$ cat src/hw/rtl/assert_macros.svh
// assertion macros used by the top-level rtl file
`ifndef ASSERT_MACROS_SVH
`define ASSERT_MACROS_SVH

// condition holds at every clock edge out of reset
`define ASSERT_HOLDS(lbl, clk, rst_n, cond) \
    lbl: assert property (@(posedge clk) disable iff (!rst_n) (cond)) \
        else $error("assertion failed");

// consequent holds in the same cycle as the antecedent
`define ASSERT_IMPLIES(lbl, clk, rst_n, ante, cons) \
    lbl: assert property (@(posedge clk) disable iff (!rst_n) (ante) |-> (cons)) \
        else $error("assertion failed");

// consequent holds in the cycle after the antecedent
`define ASSERT_NEXT(lbl, clk, rst_n, ante, cons) \
    lbl: assert property (@(posedge clk) disable iff (!rst_n) (ante) |=> (cons)) \
        else $error("assertion failed");

`endif

$ cat src/hw/rtl/jted_pkg.sv
// types and constants of the japanese text encoding detector
`default_nettype none

package jted_pkg;

    // result codes
    typedef enum logic [2:0] {
        ENC_UNKNOWN = 3'd0,
        ENC_ASCII   = 3'd1,
        ENC_JIS     = 3'd2,
        ENC_SJIS    = 3'd3,
        ENC_EUC     = 3'd4,
        ENC_UTF     = 3'd5
    } t_enc_code;

    // bit positions in the valid flags
    localparam int unsigned FLAG_ASCII = 0;
    localparam int unsigned FLAG_JIS   = 1;
    localparam int unsigned FLAG_SJIS  = 2;
    localparam int unsigned FLAG_EUC   = 3;
    localparam int unsigned FLAG_UTF   = 4;
    localparam int unsigned FLAG_W     = 5;

    typedef enum logic [1:0] {
        EUC_PH_LEAD   = 2'd0,
        EUC_PH_TRAIL1 = 2'd1,
        EUC_PH_TRAIL2 = 2'd2,
        EUC_PH_BAD    = 2'd3
    } t_euc_phase;

    typedef enum logic [1:0] {
        EUC_NONE  = 2'd0,
        EUC_TWO   = 2'd1,
        EUC_KANA  = 2'd2,
        EUC_THREE = 2'd3
    } t_euc_kind;

    typedef enum logic [1:0] {
        UTF_PH_LEAD = 2'd0,
        UTF_PH_C1   = 2'd1,
        UTF_PH_C2   = 2'd2,
        UTF_PH_C3   = 2'd3
    } t_utf_phase;

    typedef enum logic [2:0] {
        UTF_NONE = 3'd0,
        UTF_2B   = 3'd1,
        UTF_E0   = 3'd2,
        UTF_3B   = 3'd3,
        UTF_F0   = 3'd4,
        UTF_4B   = 3'd5,
        UTF_F4   = 3'd6
    } t_utf_kind;

    typedef enum logic {
        SJIS_PH_LEAD  = 1'b0,
        SJIS_PH_TRAIL = 1'b1
    } t_sjis_phase;

    typedef struct packed {
        logic [FLAG_W-1:0] flags;
        t_sjis_phase       sjis_phase;
        t_euc_phase        euc_phase;
        t_euc_kind         euc_kind;
        t_utf_phase        utf_phase;
        t_utf_kind         utf_kind;
    } t_val_state;

    localparam t_val_state VAL_STATE_RESET = '{
        flags:      {FLAG_W{1'b1}},
        sjis_phase: SJIS_PH_LEAD,
        euc_phase:  EUC_PH_LEAD,
        euc_kind:   EUC_NONE,
        utf_phase:  UTF_PH_LEAD,
        utf_kind:   UTF_NONE
    };

endpackage

`default_nettype wire

$ cat src/hw/rtl/jted_validate.sv
// next state of the five encoding validators for one byte
`default_nettype none

module jted_validate (
    input  wire logic [7:0]          i_byte,
    input  wire jted_pkg::t_val_state i_state,
    output jted_pkg::t_val_state     o_state
);
    import jted_pkg::*;

    logic b_low;
    logic b_ascii_ok;
    logic b_sjis_lead;
    logic b_sjis_kana;
    logic b_sjis_trail;
    logic b_euc_ab;
    logic b_euc_hi;
    logic b_cont;
    logic [7:0] utf_lo;
    logic [7:0] utf_hi;

    assign b_low        = !i_byte[7];
    assign b_ascii_ok   = (i_byte >= 8'h20 && i_byte <= 8'h7e) ||
                          (i_byte >= 8'h09 && i_byte <= 8'h0d);
    assign b_sjis_lead  = (i_byte >= 8'h81 && i_byte <= 8'h9f) ||
                          (i_byte >= 8'he0 && i_byte <= 8'hef);
    assign b_sjis_kana  = i_byte >= 8'ha1 && i_byte <= 8'hdf;
    assign b_sjis_trail = (i_byte >= 8'h40 && i_byte <= 8'h7e) ||
                          (i_byte >= 8'h80 && i_byte <= 8'hfc);
    assign b_euc_ab     = i_byte >= 8'ha1 && i_byte <= 8'hfe;
    assign b_euc_hi     = i_byte >= 8'h81;
    assign b_cont       = i_byte >= 8'h80 && i_byte <= 8'hbf;

    // strict range of the first continuation byte
    always_comb begin
        utf_lo = 8'h80;
        utf_hi = 8'hbf;
        case (i_state.utf_kind)
            UTF_E0:  utf_lo = 8'ha0;
            UTF_F0:  utf_lo = 8'h90;
            UTF_F4:  utf_hi = 8'h8f;
            default: ;
        endcase
    end

    always_comb begin
        o_state = i_state;

        if (i_state.flags[FLAG_ASCII] && !b_ascii_ok) begin
            o_state.flags[FLAG_ASCII] = 1'b0;
        end

        if (i_state.flags[FLAG_JIS] && !b_low) begin
            o_state.flags[FLAG_JIS] = 1'b0;
        end

        if (i_state.flags[FLAG_SJIS]) begin
            unique case (i_state.sjis_phase)
                SJIS_PH_LEAD: begin
                    if (b_sjis_lead) begin
                        o_state.sjis_phase = SJIS_PH_TRAIL;
                    end else if (!b_low && !b_sjis_kana) begin
                        o_state.flags[FLAG_SJIS] = 1'b0;
                    end
                end
                SJIS_PH_TRAIL: begin
                    if (b_sjis_trail) begin
                        o_state.sjis_phase = SJIS_PH_LEAD;
                    end else begin
                        o_state.flags[FLAG_SJIS] = 1'b0;
                    end
                end
                default: o_state.flags[FLAG_SJIS] = 1'b0;
            endcase
        end

        if (i_state.flags[FLAG_EUC]) begin
            unique case (i_state.euc_phase)
                EUC_PH_LEAD: begin
                    o_state.euc_kind = EUC_NONE;
                    if (!b_low) begin
                        o_state.euc_phase = EUC_PH_TRAIL1;
                        if (b_euc_ab) begin
                            o_state.euc_kind = EUC_TWO;
                        end else if (i_byte == 8'h8e) begin
                            o_state.euc_kind = EUC_KANA;
                        end else if (i_byte == 8'h8f) begin
                            o_state.euc_kind = EUC_THREE;
                        end else begin
                            o_state.flags[FLAG_EUC] = 1'b0;
                        end
                    end
                end
                EUC_PH_TRAIL1: begin
                    if (i_state.euc_kind == EUC_TWO && b_euc_ab) begin
                        o_state.euc_phase = EUC_PH_LEAD;
                    end else if (i_state.euc_kind == EUC_KANA && b_euc_hi) begin
                        o_state.euc_phase = EUC_PH_LEAD;
                    end else if (i_state.euc_kind == EUC_THREE && b_euc_hi) begin
                        o_state.euc_phase = EUC_PH_TRAIL2;
                    end else begin
                        o_state.flags[FLAG_EUC] = 1'b0;
                    end
                end
                EUC_PH_TRAIL2: begin
                    if (b_euc_hi) begin
                        o_state.euc_phase = EUC_PH_LEAD;
                    end else begin
                        o_state.flags[FLAG_EUC] = 1'b0;
                    end
                end
                default: o_state.flags[FLAG_EUC] = 1'b0;
            endcase
        end

        if (i_state.flags[FLAG_UTF]) begin
            unique case (i_state.utf_phase)
                UTF_PH_LEAD: begin
                    o_state.utf_kind = UTF_NONE;
                    if (!b_low) begin
                        o_state.utf_phase = UTF_PH_C1;
                        if (i_byte >= 8'hc2 && i_byte <= 8'hdf) begin
                            o_state.utf_kind = UTF_2B;
                        end else if (i_byte == 8'he0) begin
                            o_state.utf_kind = UTF_E0;
                        end else if (i_byte >= 8'he1 && i_byte <= 8'hef) begin
                            o_state.utf_kind = UTF_3B;
                        end else if (i_byte == 8'hf0) begin
                            o_state.utf_kind = UTF_F0;
                        end else if (i_byte >= 8'hf1 && i_byte <= 8'hf3) begin
                            o_state.utf_kind = UTF_4B;
                        end else if (i_byte == 8'hf4) begin
                            o_state.utf_kind = UTF_F4;
                        end else begin
                            o_state.flags[FLAG_UTF] = 1'b0;
                        end
                    end
                end
                UTF_PH_C1: begin
                    if (i_state.utf_kind == UTF_NONE || i_state.utf_kind > UTF_F4 ||
                        i_byte < utf_lo || i_byte > utf_hi) begin
                        o_state.flags[FLAG_UTF] = 1'b0;
                    end else if (i_state.utf_kind == UTF_2B) begin
                        o_state.utf_phase = UTF_PH_LEAD;
                    end else begin
                        o_state.utf_phase = UTF_PH_C2;
                    end
                end
                UTF_PH_C2: begin
                    if (!b_cont) begin
                        o_state.flags[FLAG_UTF] = 1'b0;
                    end else if (i_state.utf_kind == UTF_E0 ||
                                 i_state.utf_kind == UTF_3B) begin
                        o_state.utf_phase = UTF_PH_LEAD;
                    end else if (i_state.utf_kind == UTF_F0 ||
                                 i_state.utf_kind == UTF_4B ||
                                 i_state.utf_kind == UTF_F4) begin
                        o_state.utf_phase = UTF_PH_C3;
                    end else begin
                        o_state.flags[FLAG_UTF] = 1'b0;
                    end
                end
                UTF_PH_C3: begin
                    if (b_cont && (i_state.utf_kind == UTF_F0 ||
                                   i_state.utf_kind == UTF_4B ||
                                   i_state.utf_kind == UTF_F4)) begin
                        o_state.utf_phase = UTF_PH_LEAD;
                    end else begin
                        o_state.flags[FLAG_UTF] = 1'b0;
                    end
                end
                default: o_state.flags[FLAG_UTF] = 1'b0;
            endcase
        end
    end

endmodule

`default_nettype wire

$ cat src/hw/rtl/japanese_text_encoding_detector.sv
// top level of the japanese text encoding detector
// Usage:
//   input channel (i_in_valid / o_in_stall) moves one byte of a string per
//   transfer together with i_is_last, which marks the final byte.
//   output channel (o_out_valid / i_out_stall) moves one result per string:
//   o_encoding_code and o_valid_mask, the flags still set at the end.
//   config channel (i_cfg_valid / o_cfg_ready) writes i_cfg_prefer_eucjp;
//   ready is always high, write only while the block is idle.
// Throughput: one byte per cycle unless o_in_stall; the validators and the
//   decision are one stage of logic between the state and result registers.
// Latency: the result is valid in the cycle after the last byte's transfer.
// A zero byte stops evaluation for the rest of the string; bytes beyond
//   MAX_LEN are ignored.
// Stall: while a result waits under i_out_stall, bytes that are not the
//   last are still taken; a last byte is held off until the result leaves.
// Reset (synchronous, active low) clears the validator state, the byte
//   count, the output valid and prefer_eucjp.
`default_nettype none

`include "assert_macros.svh"

module japanese_text_encoding_detector #(
    parameter int unsigned MAX_LEN = 256
) (
    input  wire logic       i_clk,
    input  wire logic       i_rst_n,
    input  wire logic       i_in_valid,
    output logic            o_in_stall,
    input  wire logic [7:0] i_text_byte,
    input  wire logic       i_is_last,
    output logic            o_out_valid,
    input  wire logic       i_out_stall,
    output logic [2:0]      o_encoding_code,
    output logic [4:0]      o_valid_mask,
    input  wire logic       i_cfg_valid,
    output logic            o_cfg_ready,
    input  wire logic       i_cfg_prefer_eucjp
);
    import jted_pkg::*;

    localparam int unsigned CNT_W = $clog2(MAX_LEN + 1);
    localparam logic [CNT_W-1:0] CNT_MAX = CNT_W'(MAX_LEN);

    t_val_state        r_state;
    t_val_state        n_state;
    t_val_state        v_state;
    logic [CNT_W-1:0]  r_count;
    logic [CNT_W-1:0]  n_count;
    logic              r_stopped;
    logic              n_stopped;
    logic              r_prefer_eucjp;
    logic              r_out_valid;
    t_enc_code         r_out_code;
    logic [FLAG_W-1:0] r_out_mask;
    t_enc_code         n_code;
    logic              in_xfer;
    logic              take;

    assign o_cfg_ready = 1'b1;
    assign o_in_stall  = r_out_valid && i_out_stall && i_is_last;
    assign in_xfer     = i_in_valid && !o_in_stall;
    assign take        = !r_stopped && (i_text_byte != 8'h00) && (r_count < CNT_MAX);

    jted_validate u_validate (
        .i_byte  (i_text_byte),
        .i_state (r_state),
        .o_state (v_state)
    );

    always_comb begin
        n_state   = take ? v_state : r_state;
        n_count   = take ? r_count + CNT_W'(1) : r_count;
        n_stopped = r_stopped || (i_text_byte == 8'h00);
    end

    always_comb begin
        n_code = ENC_UNKNOWN;
        if (n_state.flags[FLAG_ASCII]) begin
            n_code = ENC_ASCII;
        end else if (n_state.flags[FLAG_JIS]) begin
            n_code = ENC_JIS;
        end else if (n_state.flags[FLAG_UTF]) begin
            n_code = ENC_UTF;
        end else if (r_prefer_eucjp) begin
            if (n_state.flags[FLAG_EUC]) begin
                n_code = ENC_EUC;
            end else if (n_state.flags[FLAG_SJIS]) begin
                n_code = ENC_SJIS;
            end
        end else begin
            if (n_state.flags[FLAG_SJIS]) begin
                n_code = ENC_SJIS;
            end else if (n_state.flags[FLAG_EUC]) begin
                n_code = ENC_EUC;
            end
        end
    end

    always_ff @(posedge i_clk) begin
        if (!i_rst_n) begin
            r_state        <= VAL_STATE_RESET;
            r_count        <= '0;
            r_stopped      <= 1'b0;
            r_prefer_eucjp <= 1'b0;
            r_out_valid    <= 1'b0;
        end else begin
            if (i_cfg_valid && o_cfg_ready) begin
                r_prefer_eucjp <= i_cfg_prefer_eucjp;
            end
            if (in_xfer && i_is_last) begin
                // string done: back to the reset state
                r_state   <= VAL_STATE_RESET;
                r_count   <= '0;
                r_stopped <= 1'b0;
            end else if (in_xfer) begin
                r_state   <= n_state;
                r_count   <= n_count;
                r_stopped <= n_stopped;
            end
            if (in_xfer && i_is_last) begin
                r_out_valid <= 1'b1;
            end else if (!i_out_stall) begin
                r_out_valid <= 1'b0;
            end
        end
    end

    always_ff @(posedge i_clk) begin
        if (in_xfer && i_is_last) begin
            r_out_code <= n_code;
            r_out_mask <= n_state.flags;
        end
    end

    assign o_out_valid     = r_out_valid;
    assign o_encoding_code = r_out_code;
    assign o_valid_mask    = r_out_mask;

    `ASSERT_NEXT(a_last_gives_result, i_clk, i_rst_n, in_xfer && i_is_last, r_out_valid)
    `ASSERT_NEXT(a_last_clears_state, i_clk, i_rst_n, in_xfer && i_is_last,
        r_count == '0 && !r_stopped && r_state.flags == {FLAG_W{1'b1}})
    `ASSERT_NEXT(a_stopped_holds_count, i_clk, i_rst_n, in_xfer && r_stopped && !i_is_last,
        r_count == $past(r_count))
    `ASSERT_IMPLIES(a_code_matches_mask, i_clk, i_rst_n, r_out_valid,
        (r_out_code == ENC_UNKNOWN) == (r_out_mask == '0))
    `ASSERT_HOLDS(a_count_bounded, i_clk, i_rst_n, r_count <= CNT_MAX)

endmodule

`default_nettype wire

$ cat config.mk
export PLATFORM = sky130hd
export DESIGN_NAME = japanese_text_encoding_detector
export DESIGN_NICKNAME = d
export VERILOG_FILES = /design/src/hw/rtl/jted_pkg.sv /design/src/hw/rtl/jted_validate.sv /design/src/hw/rtl/japanese_text_encoding_detector.sv
export VERILOG_INCLUDE_DIRS = /design/src /design/src/hw/rtl
export SDC_FILE = /design/constraint.sdc
export NUM_CORES = 1
export LEC_CHECK = 0
export BUFFER_PORTS_ARGS = -buffer_cell sky130_fd_sc_hd__buf_2
export CAP_MARGIN = 20
export CORE_ASPECT_RATIO = 1.75
export CORE_MARGIN = 2
export CORE_UTILIZATION = 40
export CTS_CLUSTER_SIZE = 20
export DETAILED_ROUTE_END_ITERATION = 8
export HOLD_SLACK_MARGIN = 0.06
export PLACE_DENSITY_LB_ADDON = 0.3
export SYNTH_ARGS = -nofsm -noshare
export SYNTH_HDL_FRONTEND = slang
export SYNTH_SLANG_ARGS = --single-unit
$ cat constraint.sdc
create_clock -name i_clk -period 3.1 [get_ports i_clk]
set_clock_uncertainty 0.15 [all_clocks]
set_input_delay 0.775 -clock i_clk [delete_from_list [all_inputs] [get_ports i_clk]]
set_output_delay 0.775 -clock i_clk [all_outputs]
set_load 0.03 [all_outputs]
== Word level (Yosys, flattened, before mapping) ==
Cells that the tools add are included.
Storage, ports and cells
  register bits: 35
  bits of input ports: 15
  output and inout port bits: 11
  logic and storage cells: 194
Operators by class
  $add $sub $neg: 1
  order comparisons: 23
  equality and inequality tests: 28
  multiplexer cells: 74
  bitwise logic cells: 2
  reductions and logical operators: 53
Operator list (count)
  >= comparator 8 bit (second input constant): 7
  less-or-equal comparator 8 bit (second input constant): 7
  == test 8 bit (second input constant): 5
  2-to-1 mux 3 bit: 12
  2-to-1 mux 1 bit: 33
  2-to-1 mux 2 bit: 16
  logical AND 1 bit: 25
  2-to-1 mux 15 bit: 1
  one-hot mux 6 bit (2 select lines): 1
  == test 2 bit (second input constant): 5
  logical OR 1 bit: 10
  2-to-1 mux 5 bit: 2
  adder 9 x 1 -> 9 bit (second input constant): 1
  == test 3 bit (second input constant): 3
  less-than comparator 9 bit (second input constant): 1
  >= comparator 8 x 4 -> 1 bit (second input constant): 1
  >= comparator 8 x 6 -> 1 bit (second input constant): 1
  >= comparator 8 x 7 -> 1 bit (second input constant): 1
  > comparator 8 bit: 1
  less-or-equal comparator 8 x 4 -> 1 bit (second input constant): 1
  less-or-equal comparator 8 x 7 -> 1 bit (second input constant): 1
  zero test 8 bit: 1
  less-than comparator 8 bit: 1
  2-to-1 mux 4 bit: 2
  26 further kinds: 42

== Longest topological paths before layout ==
  word-level depth: 16
  depth in mapped cells: 9
  gate-level depth less buffers: 8

== Modules after synthesis ==
A second synthesis with hierarchy kept.
Second synthesis, totals
  cell total of the unflattened synthesis: 264
  area total of the unflattened synthesis: 2113.3 µm²
By module, submodules not included
  japanese_text_encoding_detector: instances 1, cells an instance 155, area each 1460.2 µm², seq. area each 780.7 µm²
  jted_validate: instances 1, cells an instance 109, area each 653.1 µm², seq. area each 0.0 µm²

== Least setup slack after synthesis ==
Ideal clock, no wire load.
  path type: input to register
  start point: in i_text_byte[1]
  end point: reg r_out_code[0], in the netlist o_encoding_code[0] (data pin)
  library setup time: 0.261 ns
  arrival time: 2.426 ns
  data required time: 2.689 ns
  slack: 0.263 ns
  stages: 8
  path buffers: 2
  path through: buf_6 -> or4_4 -> buf_6 -> o31a_1 -> o21ai_1 -> a2bb2oi_2 -> a21oi_1 -> a311o_1
On the way
  longest elaborated chain between the ends: 14
  elaborated cells between the ends (all ways): 89
  those cells by class: order compare: 21; eq/ne: 5; mux: 35; reduce/logical: 28
RTL lines
  from (decl): line japanese_text_encoding_detector.sv:29  | input wire logic [7:0] i_text_byte,
  branches (longest 8 deep; another with >= comparator 8 bit)
  2-to-1 mux 15 bit *: line japanese_text_encoding_detector.sv:71  | n_state = take ? v_state : r_state;
  2-to-1 mux 2 bit: line japanese_text_encoding_detector.sv:87  | end else if (n_state.flags[FLAG_SJIS]) begin
  2-to-1 mux 3 bit: line japanese_text_encoding_detector.sv:85  | if (n_state.flags[FLAG_EUC]) begin
  2-to-1 mux 3 bit: line japanese_text_encoding_detector.sv:84  | end else if (r_prefer_eucjp) begin
  2-to-1 mux 3 bit: line japanese_text_encoding_detector.sv:82  | end else if (n_state.flags[FLAG_UTF]) begin
  2-to-1 mux 2 bit: line japanese_text_encoding_detector.sv:80  | end else if (n_state.flags[FLAG_JIS]) begin
  to (signal assigned): line japanese_text_encoding_detector.sv:130  | r_out_code <= n_code;
  to (decl): line japanese_text_encoding_detector.sv:53  | t_enc_code r_out_code;
Mark *: on every way between the ends.
A chain may end at the register's enable or synchronous reset.

==> out/metrics.yaml <==
run_status:
  outcome: "finished, final reports clean"
grt:
  grt_remaining_overflow: 0
  antenna_found_initial: 0
  grt_max_degree: 17
  grt_usage: 0.182
  grt_pass1_wl_mm: 8.54
  grt_pass1_vias: 1856
cts:
  htreeDepth: 2
  clock_path_buffers: 2
  cts.clk_slew.worst_paths_ps: 80
  hold_buffers: 0
  clk_latency_ps: 280
  cts_setup_buffers: 0
  cts_buffers: 5
  ctsResizeCount: 0
  clock-sinks: 35
  cts_tree: "done"
  cts_root_buf: "clkbuf_8"
setup_path:
  r2r-start: "r_state[1]"
  cp.required_ps: 2980
  crit_end: "o_encoding_code[1]"
  r2r-end: "o_encoding_code[1]"
  cp_slowest_cell: "or4_1"
  crit_arrival_ps: 2580
  critPathMaxStageDelay_ps: 500
  worstSetupStartpointType: "input port"
  end_kind: "register"
  rrSetupSlack_ps: 460
  startpoint: "i_text_byte[6]"
  worstPathCellList: "buf_2 > nand2b_1 > or3_1 > or4_1 > a21oi_1 > o21a_2 > o32ai_2"
  cp_max_fo: 10
  critPathKind: "in2reg"
  reg2reg_depth: 8
route:
  viasPerCell: 5.87
  drt-initial-drc-count: 95
  drc_errors: 0
  dr.pass1.iters: 4
  routed_wl_mm: 5.18
  num_vias: 2032
  route.detailed.wl_per_inst_um: 15.0
  ant_nets: 0
power:
  comb_power_share: 0.164
  p_int_mw: 0.793
  pwr-share-seq: 0.459
  power.switching_mw: 0.290
  power_leakage_nw: 0.994
  pwr-share-clk: 0.377
  switching_share: 0.268
  p_per_area_nw_per_um2: 435
  power_mw: 1.08
  ir_worst_vdd_uv: 143
logic_synthesis:
  yosys.area.top_type: "dfxtp_1"
  synth_top_cell_area_share: 0.247
  ys_warn_count: 0
  synth-edff-count: 8
  ys_types: 63
  ys.flop_type: "dfxtp_1"
  syn_inst: 262
  synth_compound_area_frac: 0.232
  synthMuxAreaShare: 0.0229
  synth-seq-cells: 35
  synthSimpleGateAreaFrac: 0.266
  async_flop_share: 0
  synth_top_family_by_area: "simple AND/OR/NAND/NOR gates"
  seq_area_frac_synth: 0.357
  yosys.area_share.xor_xnor: 0.0241
  syn_area_um2: 2180
  yosys-top-cells-area: "dfxtp_1 25%, edfxtp_1 11%, nand2_1 5.0%"
  syn_nets: 285
  synthAdderAreaFrac: 0.0458
  avgSynthCellArea_um2: 8.34
finish:
  area_growth_pct: 14.1
  final_cell_mix: "29 x nand2_1, 27 x dfxtp_1, 26 x nor2_1"
  nets: 313
  drive_above_1_share: 0.186
  antenna_cells: 0
  layout_commonest_cell: "nand2_1"
die:
  core_region_area_um2: 5260
  dieArea_um2: 6090
  die_h_um: 102
  start_util: 0.416
  fp.dieW_um: 59.9
  io_pins: 26
  std_cell_rows: 35
sta:
  finalSetupViolCount: 0
  fmax_mhz: 370
  setup_tns_ps: 0
  worst-slew-pin-transition_ps: 650
  final-max-slew-violation-count: 0
  rsz0062_at_grt: "false"
  finalCriticalPeriod_ps: 2700
  hold_viol: 0
  slew_headroom: 0.563
  layout_worst_path_cycle_share: 0.871
run:
  max-cap-violations: 0
placed_design:
  hpwl_mm: 4.16
  port-buffer-count: 24
  place.gp.congestion: 0.803
hold_path:
  worstHoldPathType: "reg2reg"
routing by layer:
metal | track usage | vias to the layer above | wire length (um)
li1 | - | 1014 | -
met1 | 0.186 | 947 | 1980
met2 | 0.341 | 53 | 2850
met3 | 0.0243 | 18 | 164
met4 | 0.0923 | 0 | 185
met5 | 0 | - | 0
area by class of cell:
| cell class | instances | area [um2] |
|---|---|---|
| Sequential cell | 35 | 781 |
| Multi-Input combinational cell | 203 | 1290 |
| Fill cell | 530 | 2760 |
| Inverter | 11 | 41.3 |
| Tap cell | 55 | 68.8 |
| Clock inverter | 3 | 43.8 |
| Clock buffer | 5 | 68.8 |
| Timing Repair Buffer | 34 | 195 |
per-stage QoR:
stage | cell area [um2] | std cells | utilization | hold slack, ps | setup WS [ps]
after floorplan | 2180 | 262 | - | 287 | 263
after global placement | 2380 | 338 | 0.453 | 303 | 114
after detailed placement | 2380 | 338 | 0.453 | 310 | 120
after CTS | 2490 | 346 | 0.474 | 325 | 419
after global routing | 2490 | 346 | 0.474 | 348 | 327
final | 2490 | 346 | 0.474 | 314 | 400
cells by family after synthesis:
logic type / count (synthesis)
muxes: 5
DFF: 35
buffers and inverters: 24
AOI/OAI and AO/OA: 69
other: 1
adders and majority gates: 8
xor gates and xnor gates: 6
and+or+nand+nor: 114
worst max-delay path: cells and delay by family:
family	cells	cell delay, ps
and+or+nand+nor	3	1090
AOI/OAI and AO/OA	3	560
buffers and inverters	1	150
flip-flops by register name, summed over array words and instances, names as in the netlist:
| name | cells |
|---|---|
| r_prefer_eucjp | 1 |
| o_valid_mask | 5 |
| r_count | 9 |
| o_out_valid | 1 |
| r_state | 15 |
| r_stopped | 1 |
| o_encoding_code | 3 |
synth_stat cells (all sizes together) (4+ instances only):
| cell | count |
|---|---|
| and2 | 4 |
| nor2 | 27 |
| nand3 | 8 |
| nor2b | 5 |
| inv | 11 |
| mux2i | 5 |
| ha | 8 |
| edfxtp | 8 |
| clkbuf | 8 |
| nand4 | 5 |
| nand2b | 9 |
| nand2 | 29 |
| o21ai | 14 |
| buf | 5 |
| nor4 | 6 |
| dfxtp | 27 |
| a21oi | 16 |
| nor3 | 5 |
| o211ai | 5 |
| or3 | 5 |
power by group through the flow:
stage	clock [mW]	combinational, mW	sequential, mW
finish	0.409	0.178	0.497
global route	0.432	0.196	0.499
CTS	0.418	0.178	0.497
detailed placement	0	0.178	0.507
global placement	0	0.176	0.507
floorplan	0	0.114	0.518
worst min path at each step:
stage,from,end,depth (start not counted)
2_1_floorplan,r_stopped,r_stopped,2
3_3_place_gp,r_stopped,r_stopped,2
3_5_place_dp,r_state[11],r_state[11],2
4_1_cts,r_state[10],r_state[10],2
5_1_grt,r_state[11],r_state[11],2
6_report,r_state[10],r_state[10],2
(Power assumes the default switching activity.)
